[src/rtl/rhc_pkg.sv]
// ----------------------------------------------------------------------------
// rhc_pkg
// Constants and types for the RGB/HSL converter.
// ----------------------------------------------------------------------------
package rhc_pkg;

   localparam int unsigned HUE_SECTOR = 3840;     // 60 degrees, 6 fraction bits
   localparam int unsigned HUE_FULL   = 23040;    // 360 degrees
   localparam int unsigned Q_ONE      = 4096;     // 1.0 in Q0.12
   localparam int unsigned L_RECIP    = 1052689;  // ceil(2^28 / 255)
   localparam int unsigned L_SHIFT    = 28;

   localparam int unsigned HUE_W  = 15;
   localparam int unsigned SL_W   = 13;
   localparam int unsigned COMP_W = 8;

   localparam int unsigned DIV_STAGES = 4;

   typedef enum logic {
      OP_RGB2HSL = 1'b0,
      OP_HSL2RGB = 1'b1
   } rhc_op_type;

   // colour as given (HSL already wrapped / saturated)
   typedef struct packed {
      rhc_op_type          op;
      logic [COMP_W-1:0]   red;
      logic [COMP_W-1:0]   green;
      logic [COMP_W-1:0]   blue;
      logic [HUE_W-1:0]    hue;
      logic [SL_W-1:0]     sat;
      logic [SL_W-1:0]     light;
   } rhc_echo_type;

endpackage

[src/rtl/rhc_divider.sv]
// ----------------------------------------------------------------------------
// rhc_divider
// Pipelined restoring divider, a few quotient bits per stage.
// ----------------------------------------------------------------------------
module rhc_divider
   import rhc_pkg::*;
#(
   parameter int unsigned QW     = HUE_W,
   parameter int unsigned DW     = COMP_W,
   parameter int unsigned STAGES = DIV_STAGES
) (
   input  logic             clock,
   input  logic             en,
   input  logic [QW+DW-1:0] num_in,   // must be below den * 2^QW
   input  logic [DW-1:0]    den_in,   // nonzero
   output logic [QW-1:0]    quot_out
);

   localparam int unsigned BPS = (QW + STAGES - 1) / STAGES;
   localparam int unsigned RW  = QW + DW;

   logic [RW-1:0] rem_ff  [STAGES];
   logic [QW-1:0] quot_ff [STAGES];
   logic [DW-1:0] den_ff  [STAGES];

   for (genvar s = 0; s < STAGES; s++) begin : g_stage
      logic [RW-1:0] rem_in;
      logic [QW-1:0] quot_in;
      logic [RW-1:0] prev_rem;
      logic [QW-1:0] prev_quot;
      logic [DW-1:0] prev_den;

      if (s == 0) begin : g_first
         assign prev_rem  = num_in;
         assign prev_quot = '0;
         assign prev_den  = den_in;
      end else begin : g_next
         assign prev_rem  = rem_ff[s-1];
         assign prev_quot = quot_ff[s-1];
         assign prev_den  = den_ff[s-1];
      end

      always_comb begin
         logic [RW-1:0] trial;
         int            idx;
         rem_in  = prev_rem;
         quot_in = prev_quot;
         for (int j = 0; j < BPS; j++) begin
            idx   = QW - 1 - (s * BPS + j);
            trial = '0;
            if (idx >= 0) begin
               trial = RW'(prev_den) << idx;
               if (rem_in >= trial) begin
                  rem_in  = rem_in - trial;
                  quot_in = quot_in | (QW'(1) << idx);
               end
            end
         end
      end

      always_ff @(posedge clock) begin
         if (en) begin
            rem_ff[s]  <= rem_in;
            quot_ff[s] <= quot_in;
            den_ff[s]  <= prev_den;
         end
      end
   end

   assign quot_out = quot_ff[STAGES-1];

endmodule

[src/rtl/rgb_hsl_converter_top.sv]
// ----------------------------------------------------------------------------
// rgb_hsl_converter_top
// RGB <-> fixed-point HSL converter, fully pipelined.
// ----------------------------------------------------------------------------
// Takes one transfer per clock while the output is not stalled and returns
// one result per item. The depth is set by the two hue/saturation dividers
// (four stages, four quotient bits each) plus a preparation stage and the
// output register; the HSL to RGB path runs in parallel over the same
// stages. Hue is degrees x 64 (0..23039), S and L are Q0.12 (4096 = 1.0).
// Hue at or above 360 degrees is wrapped, S and L above 1.0 are saturated,
// and the adjusted HSL is echoed. A stall while a result is valid freezes
// the whole pipe and back-pressures the request side in the same cycle.
// ----------------------------------------------------------------------------
module rgb_hsl_converter_top
   import rhc_pkg::*;
(
   input  logic              clock,
   input  logic              reset,

   input  logic              req_valid,
   output logic              req_stall,
   input  logic              req_opcode,
   input  logic [COMP_W-1:0] req_in_red,
   input  logic [COMP_W-1:0] req_in_green,
   input  logic [COMP_W-1:0] req_in_blue,
   input  logic [HUE_W-1:0]  req_in_hue,
   input  logic [SL_W-1:0]   req_in_saturation,
   input  logic [SL_W-1:0]   req_in_lightness,

   output logic              rsp_valid,
   input  logic              rsp_stall,
   output logic [COMP_W-1:0] rsp_out_red,
   output logic [COMP_W-1:0] rsp_out_green,
   output logic [COMP_W-1:0] rsp_out_blue,
   output logic [HUE_W-1:0]  rsp_out_hue,
   output logic [SL_W-1:0]   rsp_out_saturation,
   output logic [SL_W-1:0]   rsp_out_lightness
);

   localparam int unsigned HNUM_W = HUE_W + COMP_W;   // hue numerator
   localparam int unsigned SNUM_W = SL_W + COMP_W;    // saturation numerator
   localparam int unsigned ACC_W  = 38;               // RGB accumulator, 3840*2^25 max
   localparam int unsigned CQ_W   = 25;               // chroma, up to 2^24

   // Pipe advances unless a finished result is being held.
   logic en;
   assign en        = !rsp_valid || !rsp_stall;
   assign req_stall = !en;

   // ------------------------------------------------------------------------
   // Stage 1: wrap/saturate, max/min, divider operands, sector split
   // ------------------------------------------------------------------------
   logic [HUE_W-1:0]  hw;
   logic [SL_W-1:0]   sc, lc;
   logic [2:0]        k_in;
   logic [11:0]       f_in, fx_in;
   logic [SL_W-1:0]   dist_in;
   logic [SL_W:0]     twol;
   logic [COMP_W-1:0] mx, mn, dlt;
   logic [8:0]        sum;
   logic [11:0]       ht;
   logic [HNUM_W-1:0] hnum_in;
   logic [COMP_W-1:0] hden_in, sden_in;
   logic [SNUM_W-1:0] snum_in;
   logic [8:0]        sdist;
   rhc_echo_type      echo_in;

   always_comb begin
      hw = (req_in_hue >= HUE_W'(HUE_FULL)) ? req_in_hue - HUE_W'(HUE_FULL) : req_in_hue;
      sc = (req_in_saturation > SL_W'(Q_ONE)) ? SL_W'(Q_ONE) : req_in_saturation;
      lc = (req_in_lightness > SL_W'(Q_ONE)) ? SL_W'(Q_ONE) : req_in_lightness;

      priority if (hw >= HUE_W'(5 * HUE_SECTOR)) k_in = 3'd5;
      else if (hw >= HUE_W'(4 * HUE_SECTOR))     k_in = 3'd4;
      else if (hw >= HUE_W'(3 * HUE_SECTOR))     k_in = 3'd3;
      else if (hw >= HUE_W'(2 * HUE_SECTOR))     k_in = 3'd2;
      else if (hw >= HUE_W'(HUE_SECTOR))         k_in = 3'd1;
      else                                       k_in = 3'd0;
      f_in  = 12'(hw - HUE_W'(k_in) * HUE_W'(HUE_SECTOR));
      fx_in = k_in[0] ? 12'(HUE_SECTOR) - f_in : f_in;

      twol    = {lc, 1'b0};
      dist_in = (twol >= (SL_W+1)'(Q_ONE)) ? SL_W'(twol - (SL_W+1)'(Q_ONE))
                                           : SL_W'((SL_W+1)'(Q_ONE) - twol);

      // RGB side
      mx  = (req_in_red > req_in_green) ? req_in_red : req_in_green;
      mx  = (mx > req_in_blue) ? mx : req_in_blue;
      mn  = (req_in_red < req_in_green) ? req_in_red : req_in_green;
      mn  = (mn < req_in_blue) ? mn : req_in_blue;
      dlt = mx - mn;
      sum = 9'(mx) + 9'(mn);

      // hue numerator over 3840; arithmetic is modulo 2^12, true value >= 0
      priority if (dlt == '0) ht = '0;
      else if (mx == req_in_red) begin
         if (req_in_green >= req_in_blue)
            ht = 12'(req_in_green) - 12'(req_in_blue);
         else
            ht = 12'(dlt) * 12'd6 - (12'(req_in_blue) - 12'(req_in_green));
      end else if (mx == req_in_green)
         ht = 12'(dlt) * 12'd2 + 12'(req_in_blue) - 12'(req_in_red);
      else
         ht = 12'(dlt) * 12'd4 + 12'(req_in_red) - 12'(req_in_green);
      hnum_in = HNUM_W'(24'(ht) * 24'(HUE_SECTOR));
      hden_in = (dlt == '0) ? COMP_W'(1) : dlt;

      // saturation: zero at black and white
      sdist = (sum >= 9'd255) ? sum - 9'd255 : 9'd255 - sum;
      if (sum == '0 || sum >= 9'd510) begin
         snum_in = '0;
         sden_in = COMP_W'(1);
      end else begin
         snum_in = SNUM_W'({dlt, 12'b0});
         sden_in = COMP_W'(9'd255 - sdist);
      end

      echo_in.op    = rhc_op_type'(req_opcode);
      echo_in.red   = req_in_red;
      echo_in.green = req_in_green;
      echo_in.blue  = req_in_blue;
      echo_in.hue   = hw;
      echo_in.sat   = sc;
      echo_in.light = lc;
   end

   logic              s1_valid_ff;
   rhc_echo_type      s1_echo_ff;
   logic [2:0]        s1_k_ff;
   logic [11:0]       s1_fx_ff;
   logic [SL_W-1:0]   s1_dist_ff;
   logic [8:0]        s1_sum_ff;
   logic [HNUM_W-1:0] s1_hnum_ff;
   logic [COMP_W-1:0] s1_hden_ff, s1_sden_ff;
   logic [SNUM_W-1:0] s1_snum_ff;

   always_ff @(posedge clock) begin
      if (reset) begin
         s1_valid_ff <= 1'b0;
      end else if (en) begin
         s1_valid_ff <= req_valid;
      end
   end

   always_ff @(posedge clock) begin
      if (en) begin
         s1_echo_ff <= echo_in;
         s1_k_ff    <= k_in;
         s1_fx_ff   <= fx_in;
         s1_dist_ff <= dist_in;
         s1_sum_ff  <= sum;
         s1_hnum_ff <= hnum_in;
         s1_hden_ff <= hden_in;
         s1_snum_ff <= snum_in;
         s1_sden_ff <= sden_in;
      end
   end

   // ------------------------------------------------------------------------
   // Stages 2..5: dividers for hue and saturation
   // ------------------------------------------------------------------------
   logic [HUE_W-1:0] hue_q;
   logic [SL_W-1:0]  sat_q;

   rhc_divider #(
      .QW     (HUE_W),
      .DW     (COMP_W),
      .STAGES (DIV_STAGES)
   ) u_hue_div (
      .clock    (clock),
      .en       (en),
      .num_in   (s1_hnum_ff),
      .den_in   (s1_hden_ff),
      .quot_out (hue_q)
   );

   rhc_divider #(
      .QW     (SL_W),
      .DW     (COMP_W),
      .STAGES (DIV_STAGES)
   ) u_sat_div (
      .clock    (clock),
      .en       (en),
      .num_in   (s1_snum_ff),
      .den_in   (s1_sden_ff),
      .quot_out (sat_q)
   );

   // ------------------------------------------------------------------------
   // Stage 2: chroma product, lightness = floor(sum * 2048 / 255)
   // ------------------------------------------------------------------------
   logic [CQ_W-1:0] cq_in;
   logic [40:0]     lprod;

   assign cq_in = CQ_W'((26'(Q_ONE) - 26'(s1_dist_ff)) * 26'(s1_echo_ff.sat));
   assign lprod = {s1_sum_ff, 11'b0, 21'b0} == '0 ? '0
                : 41'({s1_sum_ff, 11'b0}) * 41'(L_RECIP);

   logic            s2_valid_ff, s3_valid_ff, s4_valid_ff, s5_valid_ff;
   rhc_echo_type    s2_echo_ff, s3_echo_ff, s4_echo_ff, s5_echo_ff;
   logic [SL_W-1:0] s2_light_ff, s3_light_ff, s4_light_ff, s5_light_ff;
   logic [2:0]      s2_k_ff, s3_k_ff;
   logic [11:0]     s2_fx_ff;
   logic [CQ_W-1:0] s2_cq_ff;

   // ------------------------------------------------------------------------
   // Stage 3: x term, chroma term and base offset, all over 3840 * 2^25
   // ------------------------------------------------------------------------
   logic [ACC_W-1:0] xn_in, cn_in, base_in;

   always_comb begin
      xn_in   = ACC_W'(ACC_W'(s2_cq_ff) * ACC_W'(s2_fx_ff)) << 1;
      cn_in   = ACC_W'(s2_cq_ff) * ACC_W'(2 * HUE_SECTOR);
      base_in = ACC_W'(((ACC_W'(s2_echo_ff.light) << 13) - ACC_W'(s2_cq_ff))
                       * ACC_W'(HUE_SECTOR));
   end

   logic [ACC_W-1:0] s3_xn_ff, s3_cn_ff, s3_base_ff;

   // ------------------------------------------------------------------------
   // Stage 4: sector select and scale: floor(A*255/(15*2^33)) = (A*17) >> 33
   // ------------------------------------------------------------------------
   function automatic logic [COMP_W-1:0] scale_comp(input logic [ACC_W-1:0] base,
                                                    input logic [ACC_W-1:0] term);
      logic [ACC_W-1:0] a;
      logic [ACC_W+4:0] p;
      logic [ACC_W-29:0] v;
      a = base + term;
      p = ((ACC_W+5)'(a) << 4) + (ACC_W+5)'(a);
      v = p[ACC_W+4:33];
      return (v > (ACC_W-28)'(255)) ? COMP_W'(255) : COMP_W'(v);
   endfunction

   logic [ACC_W-1:0]  tr, tg, tb;
   logic [COMP_W-1:0] r_in, g_in, b_in;

   always_comb begin
      tr = '0;
      tg = '0;
      tb = '0;
      unique case (s3_k_ff)
         3'd0:    begin tr = s3_cn_ff; tg = s3_xn_ff; end
         3'd1:    begin tr = s3_xn_ff; tg = s3_cn_ff; end
         3'd2:    begin tg = s3_cn_ff; tb = s3_xn_ff; end
         3'd3:    begin tg = s3_xn_ff; tb = s3_cn_ff; end
         3'd4:    begin tr = s3_xn_ff; tb = s3_cn_ff; end
         default: begin tr = s3_cn_ff; tb = s3_xn_ff; end
      endcase
      r_in = scale_comp(s3_base_ff, tr);
      g_in = scale_comp(s3_base_ff, tg);
      b_in = scale_comp(s3_base_ff, tb);
   end

   logic [COMP_W-1:0] s4_r_ff, s4_g_ff, s4_b_ff, s5_r_ff, s5_g_ff, s5_b_ff;

   always_ff @(posedge clock) begin
      if (reset) begin
         s2_valid_ff <= 1'b0;
         s3_valid_ff <= 1'b0;
         s4_valid_ff <= 1'b0;
         s5_valid_ff <= 1'b0;
      end else if (en) begin
         s2_valid_ff <= s1_valid_ff;
         s3_valid_ff <= s2_valid_ff;
         s4_valid_ff <= s3_valid_ff;
         s5_valid_ff <= s4_valid_ff;
      end
   end

   always_ff @(posedge clock) begin
      if (en) begin
         s2_echo_ff  <= s1_echo_ff;
         s2_light_ff <= lprod[40:L_SHIFT];
         s2_k_ff     <= s1_k_ff;
         s2_fx_ff    <= s1_fx_ff;
         s2_cq_ff    <= cq_in;

         s3_echo_ff  <= s2_echo_ff;
         s3_light_ff <= s2_light_ff;
         s3_k_ff     <= s2_k_ff;
         s3_xn_ff    <= xn_in;
         s3_cn_ff    <= cn_in;
         s3_base_ff  <= base_in;

         s4_echo_ff  <= s3_echo_ff;
         s4_light_ff <= s3_light_ff;
         s4_r_ff     <= r_in;
         s4_g_ff     <= g_in;
         s4_b_ff     <= b_in;

         s5_echo_ff  <= s4_echo_ff;
         s5_light_ff <= s4_light_ff;
         s5_r_ff     <= s4_r_ff;
         s5_g_ff     <= s4_g_ff;
         s5_b_ff     <= s4_b_ff;
      end
   end

   // ------------------------------------------------------------------------
   // Stage 6: output register, picks given vs converted per opcode
   // ------------------------------------------------------------------------
   logic              rsp_valid_ff;
   logic [COMP_W-1:0] rsp_red_ff, rsp_green_ff, rsp_blue_ff;
   logic [HUE_W-1:0]  rsp_hue_ff;
   logic [SL_W-1:0]   rsp_sat_ff, rsp_light_ff;

   always_ff @(posedge clock) begin
      if (reset) begin
         rsp_valid_ff <= 1'b0;
      end else if (en) begin
         rsp_valid_ff <= s5_valid_ff;
      end
   end

   always_ff @(posedge clock) begin
      if (en) begin
         if (s5_echo_ff.op == OP_RGB2HSL) begin
            rsp_red_ff   <= s5_echo_ff.red;
            rsp_green_ff <= s5_echo_ff.green;
            rsp_blue_ff  <= s5_echo_ff.blue;
            rsp_hue_ff   <= hue_q;
            rsp_sat_ff   <= sat_q;
            rsp_light_ff <= s5_light_ff;
         end else begin
            rsp_red_ff   <= s5_r_ff;
            rsp_green_ff <= s5_g_ff;
            rsp_blue_ff  <= s5_b_ff;
            rsp_hue_ff   <= s5_echo_ff.hue;
            rsp_sat_ff   <= s5_echo_ff.sat;
            rsp_light_ff <= s5_echo_ff.light;
         end
      end
   end

   assign rsp_valid          = rsp_valid_ff;
   assign rsp_out_red        = rsp_red_ff;
   assign rsp_out_green      = rsp_green_ff;
   assign rsp_out_blue       = rsp_blue_ff;
   assign rsp_out_hue        = rsp_hue_ff;
   assign rsp_out_saturation = rsp_sat_ff;
   assign rsp_out_lightness  = rsp_light_ff;

endmodule

[config.mk]
export PLATFORM = sky130hd
export DESIGN_NAME = rgb_hsl_converter_top
export DESIGN_NICKNAME = d
export VERILOG_FILES = /design/src/rtl/rhc_pkg.sv /design/src/rtl/rhc_divider.sv /design/src/rtl/rgb_hsl_converter_top.sv
export SDC_FILE = /design/constraint.sdc
export NUM_CORES = 2
export LEC_CHECK = 0
export BUFFER_PORTS_ARGS = -buffer_cell sky130_fd_sc_hd__clkbuf_2
export CORE_UTILIZATION = 65
export DETAILED_ROUTE_END_ITERATION = 10
export PLACE_DENSITY = 0.86
export SYNTH_ARGS = -nofsm -noshare
export SYNTH_HDL_FRONTEND = slang
export SYNTH_SLANG_ARGS = --single-unit
[constraint.sdc]
create_clock -name clock -period 36.1 [get_ports clock]
set_input_delay 0 -clock clock [delete_from_list [all_inputs] [get_ports clock]]
set_output_delay 0 -clock clock [all_outputs]
set_load 0.01 [all_outputs]
# ---- Yosys cells after proc, flatten, opt, wreduce, memory -nomap -nowiden
# Memory sizes are Yosys's and may differ from the RTL's.
# Index checks and enable logic that the tools add are counted.
# Widths: inputs -> output; s select.
dict set report word_totals {
  register_bits 729
  mem_bits_rw 352
  in_bits 70
  out_inout_bits 67
  mem_count 6
}
dict set report classes {
  n_addsub 53
  mul 8
  order_cmp 47
  n_eq_ne 6
  mux 85
  reduce_logical 15
}
# memory depth word_bits rd rd_ports_with_merged_regs write_ports line
set memory_table {}
lappend memory_table {u_hue_div.rem_ff 4 23 3 0 4 rhc_divider.sv:22} ;# logic [RW-1:0] rem_ff [STAGES];
lappend memory_table {u_sat_div.rem_ff 4 21 3 0 4 rhc_divider.sv:22}
lappend memory_table {u_hue_div.quot_ff 4 15 4 0 4 rhc_divider.sv:23} ;# logic [QW-1:0] quot_ff [STAGES];
lappend memory_table {u_sat_div.quot_ff 4 13 4 0 4 rhc_divider.sv:23}
lappend memory_table {u_hue_div.den_ff 4 8 3 0 4 rhc_divider.sv:24} ;# logic [DW-1:0] den_ff [STAGES];
lappend memory_table {u_sat_div.den_ff 4 8 3 0 4 rhc_divider.sv:24}
# op count
set op_table {}
lappend op_table {{$mux 23} 15}
lappend op_table {{$mux 21} 13}
lappend op_table {{$pmux 38 s2} 3}
lappend op_table {{$add 42x38->43} 3}
lappend op_table {{$add 38x38->38} 3}
lappend op_table {{$mux 12} 7}
lappend op_table {{$mux 8} 10}
lappend op_table {{$mux 13} 6}
lappend op_table {{$mux 15} 3}
lappend op_table {{$mul 38x4->30 const B} 1}
lappend op_table {{$mul 25x12->37} 1}
lappend op_table {{$ge 15x14->1 const B} 2}
lappend op_table {{$ge 15x15->1 const B} 2}
lappend op_table {{$gt 10x8->1 const B} 3}
lappend op_table {{$mul 9x21->30 const B} 1}
lappend op_table {{$mul 25x4->29 const B} 1}
lappend op_table {{$sub 26x25->27} 1}
lappend op_table {{$gt 13x13->1 const B} 2}
lappend op_table {{$mul 14x14->25} 1}
lappend op_table {{$ge 23x10->1} 1}
lappend op_table {{$ge 23x11->1} 1}
lappend op_table {{$ge 23x12->1} 1}
lappend op_table {{$ge 23x13->1} 1}
lappend op_table {{$ge 23x14->1} 1}
lappend op_table {{other kinds (99)} 131}

# ---- Logic depth before layout (Yosys ltp)
dict set report depth {
  word_depth 12
  depth_mapped 54
  mapped_depth_nobuf 52
}

# ---- Hierarchy
# From an unflattened synthesis, not the netlist that was laid out.
dict set report hier_totals {
  hier_cells 7977
  area_unflattened_um2 82908.3
}
# mod n_inst cells_each area_each_um2 seq_area_each_um2
set by_module_without_submodules {}
lappend by_module_without_submodules {rgb_hsl_converter_top 1 5136 57346.2 21170.3}
lappend by_module_without_submodules {{rhc_divider at u_hue_div} 1 1522 13703.1 3963.8}
lappend by_module_without_submodules {{rhc_divider at u_sat_div} 1 1319 11858.9 3723.6}

# ---- Worst setup path before layout
# No wires, ideal clock.
dict set report synth_path {
  kind {flip-flop to flip-flop}
  startpoint {reg rsp_valid_ff, in the netlist rsp_valid}
  endpoint {reg s1_valid_ff}
  setup_time_ps 197
  arrival_ps 24406
  required_ps 35903
  slack_ps 11497
  stages_incl_launch_ff 5
  path_buffers 0
  synth_period_minus_slack_ps 24603
  cell_sequence {dfxtp_1 -> nand2_1 -> inv_1 -> nand2_1 -> a21oi_1}
}
dict set report synth_between {
  elab_chain_len 2
}
# element line
set synth_lines {}
lappend synth_lines {{from (decl)} rgb_hsl_converter_top.sv:302} ;# logic rsp_valid_ff;
lappend synth_lines {{from (signal assigned)} rgb_hsl_converter_top.sv:311} ;# rsp_valid_ff <= s5_valid_ff;
lappend synth_lines {{$logic_not 1->1} rgb_hsl_converter_top.sv:47} ;# assign en = !rsp_valid || !rsp_stall;
lappend synth_lines {{$logic_or 1x1->1} rgb_hsl_converter_top.sv:47}
lappend synth_lines {{to (signal assigned)} rgb_hsl_converter_top.sv:141} ;# s1_valid_ff <= req_valid;
lappend synth_lines {{to (decl)} rgb_hsl_converter_top.sv:127} ;# logic s1_valid_ff;
# Every way passes these cells.
# A chain may end at the register's enable or synchronous reset.

==> flow_metrics.tcl <==
set metrics [dict create \
    ys_ff_latch 930 \
    setup_viol 0 \
    htreeDepth 3 \
    fin_crit_sh_pct 33.69 \
    grt_max_degree 205 \
    num_rows 127 \
    tightestPinTransition_ns 1.162 \
    tns_ns 0 \
    async_flop_share_pct 0 \
    path_clk_slew_ns 0.06 \
    coreArea_um2 120000 \
    nNetsFinal 9125 \
    drc 0 \
    hold_viol 0 \
    crit_required_ns 36.56 \
    syn_area_um2 78710 \
    wl_per_cell_um 20.77 \
    yosys_warnings 0 \
    syn_inst 7594 \
    ys_types 115 \
    ant_nets 0 \
    synth.area.top_cells "edfxtp_1, fa_1, ha_1" \
    antenna_found_initial 10 \
    hp-class "in -> reg" \
    synth.avg_cell_area_um2 10.36 \
    drv_slew 0 \
    syn_to_final_growth_pct 8.416 \
    portBuffers 136 \
    cts_buffers 97 \
    status "completed" \
    yosysTopAreaCell "edfxtp_1" \
    grt_pass1_wl_mm 312.5 \
    synth_edf_count 924 \
    path_class "reg -> reg" \
    route.vias.total 58520 \
    overflow 0 \
    critical_path_arrival_ns 12.62 \
    start_util_pct 65.60 \
    grt.total_usage_pct 32.42 \
    crit_fanout 22 \
    dp_hpwl_mm 146.7 \
    yosysTopAreaCellShare_pct 35.25 \
    syn_nets 8933 \
    rsz0062_at_grt "false" \
    nFillCells 8225 \
    yosysSeqAreaShare_pct 35.41 \
    post_cts_resized 0 \
    hold_buffers 88 \
    place_congestion 0.9579 \
    clock_path_buffers 3 \
    period_minus_slack_ns 12.16 \
    ioPinCount 137 \
    cts.root.buffer_cell "clkbuf_16" \
    die_h_um 350.0 \
    timing.fmax_mhz 82.22 \
    die_w_um 350.0 \
    tritoncts "done" \
    critPathSlowestCell "and4b_1" \
    crit_path_end_kind "flop" \
    max_cap_violations 0 \
    grt_pass1_vias 59940 \
    fin_skew_ns 0.06891 \
    vias_per_cell 6.171 \
    finalWirelength_mm 197.0 \
    max_stage_delay_ns 0.71 \
    firstDrtPassIters 9 \
    cts.sinks 930 \
    relSlewSlack_pct 22.54 \
    synthFlopType "edfxtp_1" \
    cts_setup_buffers 0 \
    drt_iter0_markers 5143 \
    clock_latency_ns 0.75 \
    cp-start-kind "flop" \
    drive_above_1_share_pct 7.477 \
    die_area_um2 122500 \
]
registers in the layout, indices dropped and copies added, names as in the netlist, 24 cells and up:
name,count
s3_base_ff,29
u_hue_div.rem_ff,51
s1_echo_ff,66
s3_cn_ff,27
s2_cq_ff,24
s4_echo_ff,66
u_sat_div.quot_ff,37
s3_xn_ff,36
s3_echo_ff,66
u_hue_div.den_ff,24
u_sat_div.rem_ff,48
u_hue_div.quot_ff,39
s2_echo_ff,66
u_sat_div.den_ff,24
s5_echo_ff,66
per-layer routing:
metal	global-route usage, %	part of all wire (%)	up-vias
li1	-	-	27040
met1	38.99	38	28350
met2	55.12	49	2454
met3	5.390	6.8	659
met4	18.67	6.3	10
met5	0	0.044	-
per-stage QoR:
stage | std cells | hold WS (ns) | setup slack (ns) | area [µm²] | util (%)
final | 9483 | 0.01834 | 23.94 | 85330 | 71.13
after global routing | 9476 | 0.06481 | 23.18 | 85310 | 71.11
after CTS | 9476 | 0.001640 | 24.18 | 85310 | 71.11
after detailed placement | 9211 | 0.1811 | 24.20 | 81100 | 67.60
after global placement | 9211 | 0.1808 | 24.62 | 81100 | 67.60
after floorplan | 7594 | 0.06907 | 11.50 | 78710 | -
final timing paths:
check	startpoint	end	slack (ns)	cells past startpoint
worst max-delay path	u_sat_div.den_ff[0][1]$_DFFE_PN_	u_sat_div.rem_ff[1][20]$_DFFE_PN_	23.94	47
worst min-delay path	rsp_stall	s5_valid_ff$_SDFFE_PP0N_	0.02	4
worst max register to register	u_sat_div.den_ff[0][1]$_DFFE_PN_	u_sat_div.rem_ff[1][20]$_DFFE_PN_	23.94	47
worst min register to register	s4_echo_ff[1]$_DFFE_PN_	s5_echo_ff[1]$_DFFE_PN_	0.41	0
cell type report:
cell class	count	area (µm²)	share of cell area [%]
Tap cell	1612	2017	2.364
Inverter	827	3107	3.641
Clock buffer	102	2446	2.867
Clock inverter	75	884.6	1.037
Multi-Input combinational cell	5654	47030	55.11
Timing Repair Buffer	276	1964	2.302
Sequential cell	930	27870	32.66
Antenna cell	7	17.52	0.02053
worst max-delay path: cells and delay by family, from the launching register on:
family / cells / cell delay (ns)
XOR/XNOR: 1 / 0.07
buffers and inverters: 3 / 0.80
AND/OR/NAND/NOR: 15 / 4.54
flip-flops: 1 / 0.48
AO/OA/AOI/OAI: 22 / 4.16
multiplexers: 1 / 0.30
adder cells (fa/ha/maj): 5 / 1.54
placed cells by master (no fill, tap or decap), types with 51 or more instances in the layout:
| master | count |
|---|---|
| fa_1 | 526 |
| and2_1 | 240 |
| edfxtp_1 | 924 |
| o21ai_0 | 335 |
| ha_1 | 743 |
| nand3_1 | 104 |
| a22o_1 | 57 |
| buf_4 | 51 |
| nor2_1 | 446 |
| xor2_1 | 133 |
| mux2_2 | 135 |
| nand2_1 | 703 |
| a21o_1 | 175 |
| a21oi_1 | 398 |
| clkbuf_2 | 136 |
| inv_1 | 821 |
| nor3_1 | 133 |
| clkbuf_16 | 97 |
| o21bai_1 | 90 |
| nor2b_1 | 104 |
| dlygate4sd3_1 | 88 |
| o21a_1 | 93 |
| nand4_1 | 65 |
| nand2b_1 | 74 |
| xnor2_1 | 394 |
Yosys cell counts, drive strengths merged, types with 13 or more instances:
cell	number
nand2	704
nor3b	14
nor2b	105
a21boi	25
nand4	66
mux2	138
a22o	57
or3	51
xor2	135
fa	526
and3	42
ha	743
nor3	135
and4	13
o2111ai	16
nand3b	18
a31oi	30
o21ai	349
o41ai	13
or4	20
buf	18
and2	241
mux2i	45
a211o	13
o21a	94
a31o	15
o31ai	49
o21bai	90
a21oi	398
nor4	50
nand3	104
or2	35
nor2	451
nand2b	74
inv	826
clkbuf	165
a21o	175
xnor2	394
edfxtp	924
o211ai	38
a211oi	31
o22ai	17
cells by family after synthesis:
kind of cell / after synthesis / synth area share [%]
adders and majority gates: 1269 / 25.19
muxes: 183 / 2.547
buffers and inverters: 1010 / 4.872
xor gates and xnor gates: 529 / 5.896
and+or+nand+nor: 2162 / 13.60
AOI/OAI and AO/OA: 1511 / 12.49
DFF: 930 / 35.41
Power is left out: the tool's default activity adds up to more than one toggle a clock period on the data nets, which glitch-free logic cannot reach.
